### config.mk
export PLATFORM = sky130hd
export DESIGN_NAME = sat_front
export DESIGN_NICKNAME = d
export VERILOG_FILES = /design/src/hdl/summed_area_table_engine_top_defines.svh /design/src/hdl/sat_pkg.sv /design/src/hdl/sat_front.sv
export SDC_FILE = /design/constraint.sdc
export NUM_CORES = 1
export LEC_CHECK = 0
export BUFFER_PORTS_ARGS = -buffer_cell sky130_fd_sc_hd__buf_2
export CAP_MARGIN = 20
export CORE_MARGIN = 2
export CORE_UTILIZATION = 55
export CTS_CLUSTER_DIAMETER = 120
export DETAILED_ROUTE_END_ITERATION = 6
export PLACE_DENSITY = 0.79
export SYNTH_ARGS = -nofsm -noshare
export SYNTH_HDL_FRONTEND = slang
export SYNTH_SLANG_ARGS = --single-unit
### constraint.sdc
create_clock -name clk -period 5.9 [get_ports clk]
set_input_delay 1.18 -clock clk [delete_from_list [all_inputs] [get_ports clk]]
set_output_delay 1.18 -clock clk [all_outputs]
set_load 0.02 [all_outputs]
### src/hdl/summed_area_table_engine_top_defines.svh
// Assertion macros shared by the summed-area table engine.
// No dependencies.
`ifndef SUMMED_AREA_TABLE_ENGINE_TOP_DEFINES_SVH
`define SUMMED_AREA_TABLE_ENGINE_TOP_DEFINES_SVH
// Implication checked on every clock edge outside reset.
`define SAT_ASSERT_IMPL(label, ante, cons, msg) \
  label: assert property (@(posedge clk) disable iff (!rst_n) (ante) |-> (cons)) \
    else $error(msg);
// Next-cycle implication checked outside reset.
`define SAT_ASSERT_NEXT(label, ante, cons, msg) \
  label: assert property (@(posedge clk) disable iff (!rst_n) (ante) |=> (cons)) \
    else $error(msg);
`endif

### src/hdl/sat_pkg.sv
// Shared types and constants for the summed-area table engine.
// No dependencies.
package sat_pkg;
  localparam int MaxRows   = 64;
  localparam int MaxCols   = 64;
  localparam int ElemWidth = 16;
  localparam int SumWidth  = 28;
  localparam int DimWidth  = 7;
  localparam int RowIdxW   = $clog2(MaxRows);
  localparam int ColIdxW   = $clog2(MaxCols);
  localparam int AddrW     = RowIdxW + ColIdxW;
  localparam int Cells     = MaxRows * MaxCols;
  localparam int QDepth    = 2;

  localparam logic [1:0] REQ_LOAD  = 2'd0;
  localparam logic [1:0] REQ_BUILD = 2'd1;
  localparam logic [1:0] REQ_QUERY = 2'd2;

  localparam logic [1:0] ST_OK    = 2'd0;
  localparam logic [1:0] ST_RANGE = 2'd1;
  localparam logic [1:0] ST_NOTBLT = 2'd2;

  typedef enum logic [1:0] {OP_DONE, OP_LOAD, OP_BUILD, OP_QUERY} op_t;

  // Classified item passed from front to back
  typedef struct packed {
    op_t                        op;
    logic [1:0]                 status;
    logic [RowIdxW-1:0]         r_lo;
    logic [ColIdxW-1:0]         c_lo;
    logic [RowIdxW-1:0]         r_hi;
    logic [ColIdxW-1:0]         c_hi;
    logic                       r_lo_z;
    logic                       c_lo_z;
    logic signed [ElemWidth-1:0] value;
  } cmd_t;
endpackage

### src/hdl/sat_front.sv
// Front end: accepts items, checks ranges and build state, swaps corners, queues commands.
// Depends on sat_pkg.
module sat_front import sat_pkg::*; (
  input  logic                 clk,
  input  logic                 rst_n,
  input  logic                 in_valid,
  input  logic [1:0]           in_req_type,
  input  logic [6:0]           in_row_a,
  input  logic [6:0]           in_col_a,
  input  logic [6:0]           in_row_b,
  input  logic [6:0]           in_col_b,
  input  logic signed [15:0]   in_elem_value,
  input  logic [DimWidth-1:0]  nr,
  input  logic [DimWidth-1:0]  nc,
  input  logic                 built,
  output logic                 q_full,
  output logic                 q_empty,
  output cmd_t                 q_head,
  input  logic                 q_pop
);
  cmd_t cmd;
  logic [6:0] rl, rh, cl, ch;
  cmd_t q_r [QDepth];
  logic [$clog2(QDepth)-1:0] wp_r, rp_r;
  logic [$clog2(QDepth):0] cnt_r;
  logic push, built_pend;
  logic built_seen_r;

  // Classification
  always_comb begin
    rl = (in_row_a > in_row_b) ? in_row_b : in_row_a;
    rh = (in_row_a > in_row_b) ? in_row_a : in_row_b;
    cl = (in_col_a > in_col_b) ? in_col_b : in_col_a;
    ch = (in_col_a > in_col_b) ? in_col_a : in_col_b;
    cmd = '0;
    cmd.value = in_elem_value;
    cmd.op = OP_DONE;
    cmd.status = ST_OK;
    case (in_req_type)
      REQ_LOAD: begin
        if (in_row_a == '0 || in_col_a == '0 || in_row_a > nr || in_col_a > nc) begin
          cmd.status = ST_RANGE;
        end else begin
          cmd.op = OP_LOAD;
          cmd.r_lo = RowIdxW'(in_row_a - 7'd1);
          cmd.c_lo = ColIdxW'(in_col_a - 7'd1);
        end
      end
      REQ_BUILD: cmd.op = OP_BUILD;
      REQ_QUERY: begin
        if (rl == '0 || cl == '0 || rh > nr || ch > nc) begin
          cmd.status = ST_RANGE;
        end else if (!built_pend) begin
          cmd.status = ST_NOTBLT;
        end else begin
          cmd.op = OP_QUERY;
          cmd.r_lo_z = (rl == 7'd1);
          cmd.c_lo_z = (cl == 7'd1);
          cmd.r_lo = RowIdxW'(rl - 7'd2);
          cmd.c_lo = ColIdxW'(cl - 7'd2);
          cmd.r_hi = RowIdxW'(rh - 7'd1);
          cmd.c_hi = ColIdxW'(ch - 7'd1);
        end
      end
      default: cmd.op = OP_DONE;
    endcase
  end

  // Any build already taken counts as built for later queries
  assign built_pend = built || built_seen_r;

  assign push    = in_valid;
  assign q_full  = (cnt_r == ($clog2(QDepth)+1)'(QDepth));
  assign q_empty = (cnt_r == '0);
  assign q_head  = q_r[rp_r];

  // Command queue
  always_ff @(posedge clk) begin
    if (!rst_n) begin
      wp_r <= '0;
      rp_r <= '0;
      cnt_r <= '0;
      built_seen_r <= 1'b0;
    end else begin
      if (push) wp_r <= wp_r + 1'b1;
      if (q_pop) rp_r <= rp_r + 1'b1;
      cnt_r <= cnt_r + ($clog2(QDepth)+1)'(push) - ($clog2(QDepth)+1)'(q_pop);
      if (push && in_req_type == REQ_BUILD) built_seen_r <= 1'b1;
    end
    if (push) q_r[wp_r] <= cmd;
  end
endmodule

==> impl_metrics.env, run 1 <==
export IMPL_r2r_cells=2
export IMPL_crit_type="input port to register"
export IMPL_cts_resized=0
export IMPL_fmax_ghz=0.201
export IMPL_end_kind="register"
export IMPL_tightestPinTransition_ns=0.644
export IMPL_p_sw_frac=0.281
export IMPL_globalplace_congestion=0.924
export IMPL_holdBufCountCts=0
export IMPL_io_buffers=112
export IMPL_setup_ws_ns=0.913
export IMPL_path_max_fanout=15
export IMPL_ys_seq_area_frac=0.494
export IMPL_design_die_area_sq_mm=0.0115
export IMPL_cts_path_max_buffers=2
export IMPL_crit_end="q_r[0][16]"
export IMPL_fin_crit_ns=4.99
export IMPL_gr_total_overflow=0
export IMPL_ioPinCount=113
export IMPL_fillCellCount=818
export IMPL_leakage_uw=0.00275
export IMPL_first_pass_iters=4
export IMPL_yosysWarnings=0
export IMPL_drt_total_wl_um=12600
export IMPL_cp_startpoint="in_col_b[3]"
export IMPL_start_util=0.565
export IMPL_drtAntennaViolNets=0
export IMPL_cts_sink_count=98
export IMPL_utilization=0.658
export IMPL_internal_power_uw=1240
export IMPL_clockPowerShare=0.269
export IMPL_cts_tree="built"
export IMPL_die_y_um=107
export IMPL_grt_pass1_wl_um=20600
export IMPL_worstHoldStart="built_seen_r"
export IMPL_synth_distinct_cells=46
export IMPL_cts_htree_levels=3
export IMPL_slew_violations=0
export IMPL_drtIter0Drc=280
export IMPL_final_cell_mix="buf_2, edfxtp_1, ha_1, mux2_2"
export IMPL_timing_rr_end="q_r[0][9]"
export IMPL_timing_rr_start="wp_r"
export IMPL_skew_ns=0.00765
export IMPL_dp_cells=733
export IMPL_cp_start_kind="input port"
export IMPL_hold_violations=0
export IMPL_cp_data_arrival_time_ns=5.07
export IMPL_post_cts_setup_buffers=0
export IMPL_status="finished, final reports clean"
export IMPL_fin_tns_setup_ns=0
export IMPL_grt_pass1_vias=4239
export IMPL_clk_pin_slew_ns=0.09
export IMPL_drcViolationCount=0
export IMPL_cp_required_ns=5.98
export IMPL_numCtsBuffers=9
export IMPL_finalPower_uw=1720
export IMPL_grt_total_usage=0.227
export IMPL_final_common_cell="buf_2"
export IMPL_grt_max_degree=47
export IMPL_dpl_hpwl_um=9480
export IMPL_viasPerCell=5.67
export IMPL_clock_latency_ns=0.35
export IMPL_setup_viol=0
export IMPL_synthesis_nets=614
export IMPL_slew_headroom=0.570
export IMPL_detailedPlace_worstSlack_ns=0.675
export IMPL_drive_above_1_share=0.314
export IMPL_rrSetupSlack_ns=4.22
export IMPL_drv_cap=0
export IMPL_synthArstFlopShare=0
export IMPL_timing_final_crit_share=0.845
export IMPL_syn_area_sq_mm=0.00584
export IMPL_p_switching_uw=483
export IMPL_vias=4257
export IMPL_area_growth_pct=16.4
export IMPL_combPwrFrac=0.252
export IMPL_synthFlopType="edfxtp_1"
export IMPL_rsz0062_at_grt="false"
export IMPL_ys_ff_latch=98
export IMPL_core_sq_mm=0.0103
export IMPL_ir_worst_vdd_uv=113
export IMPL_instances_no_fill=751
export IMPL_min_path_type="register to register"
export IMPL_whs_path_depth=1
export IMPL_synth_edf_count=92
export IMPL_layout_nets=727
export IMPL_clockRootBuffer="clkbuf_8"
export IMPL_antenna_found_initial=0
export IMPL_avgSynthCellArea_sq_um=11.7
export IMPL_syn_inst=497
export IMPL_pwr_share_seq=0.479
export IMPL_pwr_density_cell_mw_per_mm2=253
export IMPL_num_rows=37
export IMPL_antenna_cells=0
export IMPL_avgRoutedWirePerCell_um=16.7
export IMPL_die_width_um=107
==> worst min path at each step <==
stage	to	slack, ns
6_report	built_seen_r	0.54
3_5_place_dp	built_seen_r	0.51
4_1_cts	built_seen_r	0.54
3_3_place_gp	built_seen_r	0.50
5_1_grt	built_seen_r	0.56
2_1_floorplan	built_seen_r	0.46
==> flip-flops by register name, summed over array words and instances, names as in the netlist, named ones only <==
register / flops
rp_r: 1
built_seen_r: 1
wp_r: 1
q_r: 92
cnt_r: 2
==> metal layers <==
metal  vias to the layer above  GRT usage  routed length [um]
li1                       2082          -                   -
met1                      2039      0.310                5780
met4                         0     0.0686                 112
met5                         -          0                   0
met3                        10     0.0310                 687
met2                       126      0.378                5990
==> cell type report <==
type                       instances  area (sq um)  share of cell area
clock buffer                      12           145              0.0214
inverter                          36           135              0.0199
timing repair buffer             118           631              0.0928
tap                              136           170              0.0251
multi-input combinational        347          2750               0.405
clock inverter                     4          75.1              0.0111
sequential                        98          2880               0.425
==> cell usage after synthesis (all sizes together) (6+ instances only) <==
master | n | share of area
a21oi | 20 | 0.019
nor2b | 8 | 0.0086
o21a | 6 | 0.0077
and2 | 7 | 0.0075
a211oi | 12 | 0.015
xor2 | 8 | 0.012
mux2 | 51 | 0.098
dfxtp | 6 | 0.021
a21o | 7 | 0.0090
edfxtp | 92 | 0.47
o22ai | 13 | 0.014
nor3 | 12 | 0.010
nor2 | 36 | 0.023
mux2i | 7 | 0.012
ha | 52 | 0.11
o21ai | 14 | 0.012
xnor2 | 20 | 0.030
nand4 | 8 | 0.011
nand2 | 24 | 0.015
nand3 | 11 | 0.0094
inv | 36 | 0.023
clkbuf | 14 | 0.0090
==> cells by family after synthesis <==
family | count (synthesis) | synth area share
xor+xnor | 28 | 0.0420
flops | 98 | 0.494
mux | 58 | 0.110
buf+inv | 52 | 0.0360
simple gates | 119 | 0.103
compound gates | 90 | 0.103
fa+ha+maj | 52 | 0.111
==> worst max-delay path, stage by stage <==
cell and delay, ns:
buf_2 0.13, inv_1 0.10, ha_1 0.29, nand4_1 0.14, a21o_1 0.23, a21oi_2 0.54
buf_4 0.30, nand2_1 0.06, o21ai_0 0.13, ha_1 0.31, o21ai_0 0.18, o21bai_1 0.10
o22a_1 0.16, nor3_1 0.51, nand4_4 0.13, a2111oi_0 0.57
==> per-stage QoR <==
step,area (sq um),hold WS (ns)
finish,6790,0.537
detailed placement,6530,0.514
floorplan,5840,0.464
global placement,6530,0.497
CTS,6750,0.542
global route,6790,0.560
==> power by group through the flow <==
stage | clock network [uW] | logic (uW) | registers [uW]
6_report | 463 | 434 | 823
5_1_grt | 506 | 478 | 828
4_1_cts | 473 | 422 | 832
3_5_place_dp | 0 | 419 | 848
3_3_place_gp | 0 | 409 | 845
2_1_floorplan | 0 | 298 | 832
Power figures use the tool's default switching activity.
==> inputs of run 2 (changes only) <==
ABC_AREA = 1   (was not set)
clock period = 5.1 ns   (was 5.9 ns; I/O delays follow)
==> impl_metrics.env, run 2 <==
export IMPL_core_sq_mm=0.0108
export IMPL_clockRootBuffer="clkbuf_8"
export IMPL_synth_compound_area_frac=0.0546
export IMPL_gr_total_overflow=0
export IMPL_clock_latency_ns=0.36
export IMPL_synth_top_area_frac=0.454
export IMPL_drcViolationCount=0
export IMPL_path_max_fanout=18
export IMPL_rsz0062_at_grt="false"
export IMPL_skew_ns=0.00707
export IMPL_post_cts_setup_buffers=0
export IMPL_cp_cell_sequence="buf_2, ha_1, nand2_1, nor2_4, nand2_2, nand2_4, nand2_8, o21ai_2, inv_1, ha_1, a21oi_1, o21ai_0, nand2_1, o211ai_1, nand2_1, nand2_1, a21oi_4, nand4_4, nor2_1"
export IMPL_avgSynthCellArea_sq_um=10.2
export IMPL_synth_most_common_cell="nand2_1"
export IMPL_synth_edf_count=92
export IMPL_critPathMaxStageDelay_ns=0.31
export IMPL_tightestPinTransition_ns=0.982
export IMPL_syn_area_sq_mm=0.00609
export IMPL_viasPerCell=5.31
export IMPL_timing_rr_start="built_seen_r"
export IMPL_regArea_sq_mm=0.00288
export IMPL_synthesis_nets=717
export IMPL_synth_xor_area_share=0.0187
export IMPL_cp_required_ns=5.29
export IMPL_cts_path_max_buffers=2
export IMPL_syn_inst=600
export IMPL_ioPinCount=113
export IMPL_grt_max_degree=48
export IMPL_synth_area_leaders="edfxtp_1, ha_1, mux2_2"
export IMPL_timing_final_crit_share=0.757
export IMPL_crit_end="q_r[0][19]"
export IMPL_fillCellCount=922
export IMPL_cts_tree="built"
export IMPL_min_path_type="register to register"
export IMPL_numCtsBuffers=9
export IMPL_design_die_area_sq_mm=0.0119
export IMPL_area_growth_pct=14.1
export IMPL_synthAdderAreaFrac=0.107
export IMPL_drtIter0Drc=313
export IMPL_cts_resized=0
export IMPL_largestRegisters="q_r x92, cnt_r x2"
export IMPL_rrSetupSlack_ns=3.14
export IMPL_cts_sink_count=98
export IMPL_ys_ff_latch=98
export IMPL_fmax_ghz=0.259
export IMPL_synth_area_mux_share=0.0850
export IMPL_grt_busiest_layer="met2"
export IMPL_use_met3=0.0293
export IMPL_clk_pin_slew_ns=0.09
export IMPL_die_width_um=109
export IMPL_ir_worst_vdd_uv=172
export IMPL_synth_distinct_cells=36
export IMPL_drt_total_wl_um=13100
export IMPL_pwr_density_cell_mw_per_mm2=279
export IMPL_cp_num_buf_inv=2
export IMPL_first_pass_iters=5
export IMPL_yosysWarnings=0
export IMPL_setup_viol=0
export IMPL_grt_pass1_wl_um=20400
export IMPL_antenna_cells=0
export IMPL_synthFlopType="edfxtp_1"
export IMPL_num_rows=38
export IMPL_io_buffers=112
export IMPL_use_met2=0.381
export IMPL_gr_usage_met1=0.279
export IMPL_cp_startpoint="in_col_a[4]"
export IMPL_die_y_um=109
export IMPL_multi_input_area_sq_mm=0.00287
export IMPL_vias=4566
export IMPL_drtAntennaViolNets=0
export IMPL_antenna_found_initial=0
export IMPL_status="finished, final reports clean"
export IMPL_globalplace_congestion=0.885
export IMPL_largest_reg_flops=92
export IMPL_hold_violations=0
export IMPL_layout_nets=832
export IMPL_fin_tns_setup_ns=0
export IMPL_grt_total_usage=0.222
export IMPL_synth_top_family_by_area="simple AND/OR/NAND/NOR gates"
export IMPL_leakage_uw=0.00313
export IMPL_yosys_top_cells_count="nand2_1, edfxtp_1, inv_1, ha_1, mux2_2"
export IMPL_start_util=0.562
export IMPL_yosysTopAreaCell="edfxtp_1"
export IMPL_slew_headroom=0.344
export IMPL_dpl_hpwl_um=10100
export IMPL_cp_data_arrival_time_ns=4.05
export IMPL_holdBufCountCts=0
export IMPL_slowest_stage="ha_1"
export IMPL_critical_path_depth=19
export IMPL_fin_crit_ns=3.86
export IMPL_finalPower_uw=1940
export IMPL_final_cell_mix="nand2_1, buf_2, edfxtp_1, inv_1, ha_1"
export IMPL_ys_seq_area_frac=0.473
export IMPL_slew_violations=0
export IMPL_synthSimpleGateAreaFrac=0.204
export IMPL_drive_above_1_share=0.313
export IMPL_end_kind="register"
export IMPL_top_register="q_r"
export IMPL_timing_rr_end="q_r[1][45]"
export IMPL_drv_cap=0
export IMPL_final_common_cell="nand2_1"
export IMPL_synthArstFlopShare=0
export IMPL_cts_htree_levels=3
export IMPL_critPathTopFamily="simple AND/OR/NAND/NOR gates"
export IMPL_cpMostUsedCell="nand2_1"
export IMPL_avgRoutedWirePerCell_um=15.2
export IMPL_crit_type="input port to register"
export IMPL_grt_pass1_vias=4419
export IMPL_r2r_cells=4
export IMPL_cp_start_kind="input port"
==> run 2: cell types whose count changed after synthesis, moves of 8 or more <==
cell,change
nand2_2,+11
nand3_1,+32
nor2_2,+12
clkbuf_1,-9
nor3_1,-9
nor2_1,+8
inv_1,+33
a211oi_1,-12
nor2b_1,-8
o22ai_1,-13
xnor2_1,-17
nand2_1,+95
==> run 2: logic make-up after synthesis <==
| family | Yosys count |
|---|---|
| AOI/OAI and AO/OA | 52 |
| xor gates and xnor gates | 13 |
| adders and majority gates | 52 |
| buffers and inverters | 82 |
| DFF | 98 |
| muxes | 46 |
| and+or+nand+nor | 257 |
==> run 2: worst min path at each step <==
stage,from,end,slack (ns),cells after the start
after floorplan,built_seen_r,built_seen_r,0.44,1
after global placement,built_seen_r,built_seen_r,0.45,1
after detailed placement,built_seen_r,built_seen_r,0.46,1
after CTS,built_seen_r,built_seen_r,0.48,1
after global routing,built_seen_r,built_seen_r,0.52,1
final,built_seen_r,built_seen_r,0.49,1
==> run 2: final cells by class <==
type                       instances  share of cell area
clock buffer                      11              0.0189
clock inverter                     5             0.00450
inverter                          72              0.0389
multi-input combinational        420               0.413
sequential                        98               0.415
tap                              140              0.0252
timing repair buffer             114              0.0847
==> run 2: power by group <==
part | leakage (uW) | internal (uW) | switching (uW)
combinational | 0.00214 | 206 | 356
clock | 0.0000831 | 176 | 249
sequential | 0.000905 | 936 | 17.1
==> run 2: per-stage QoR <==
| step | instances | utilization | hold WS (ns) | worst slack (ns) | cell area [sq um] |
|---|---|---|---|---|---|
| after floorplan | 600 | - | 0.441 | 1.44 | 6090 |
| after global placement | 843 | 0.624 | 0.450 | 1.03 | 6760 |
| after detailed placement | 843 | 0.624 | 0.463 | 0.877 | 6760 |
| after CTS | 859 | 0.639 | 0.485 | 1.26 | 6930 |
| after global routing | 860 | 0.641 | 0.516 | 0.930 | 6950 |
| final | 860 | 0.641 | 0.492 | 1.24 | 6950 |
==> run 2: routing by layer <==
metal | vias to the layer above | share of wire
met5 | - | 0
met4 | 0 | 0.024
met3 | 24 | 0.056
met2 | 144 | 0.48
met1 | 2121 | 0.44
li1 | 2277 | -
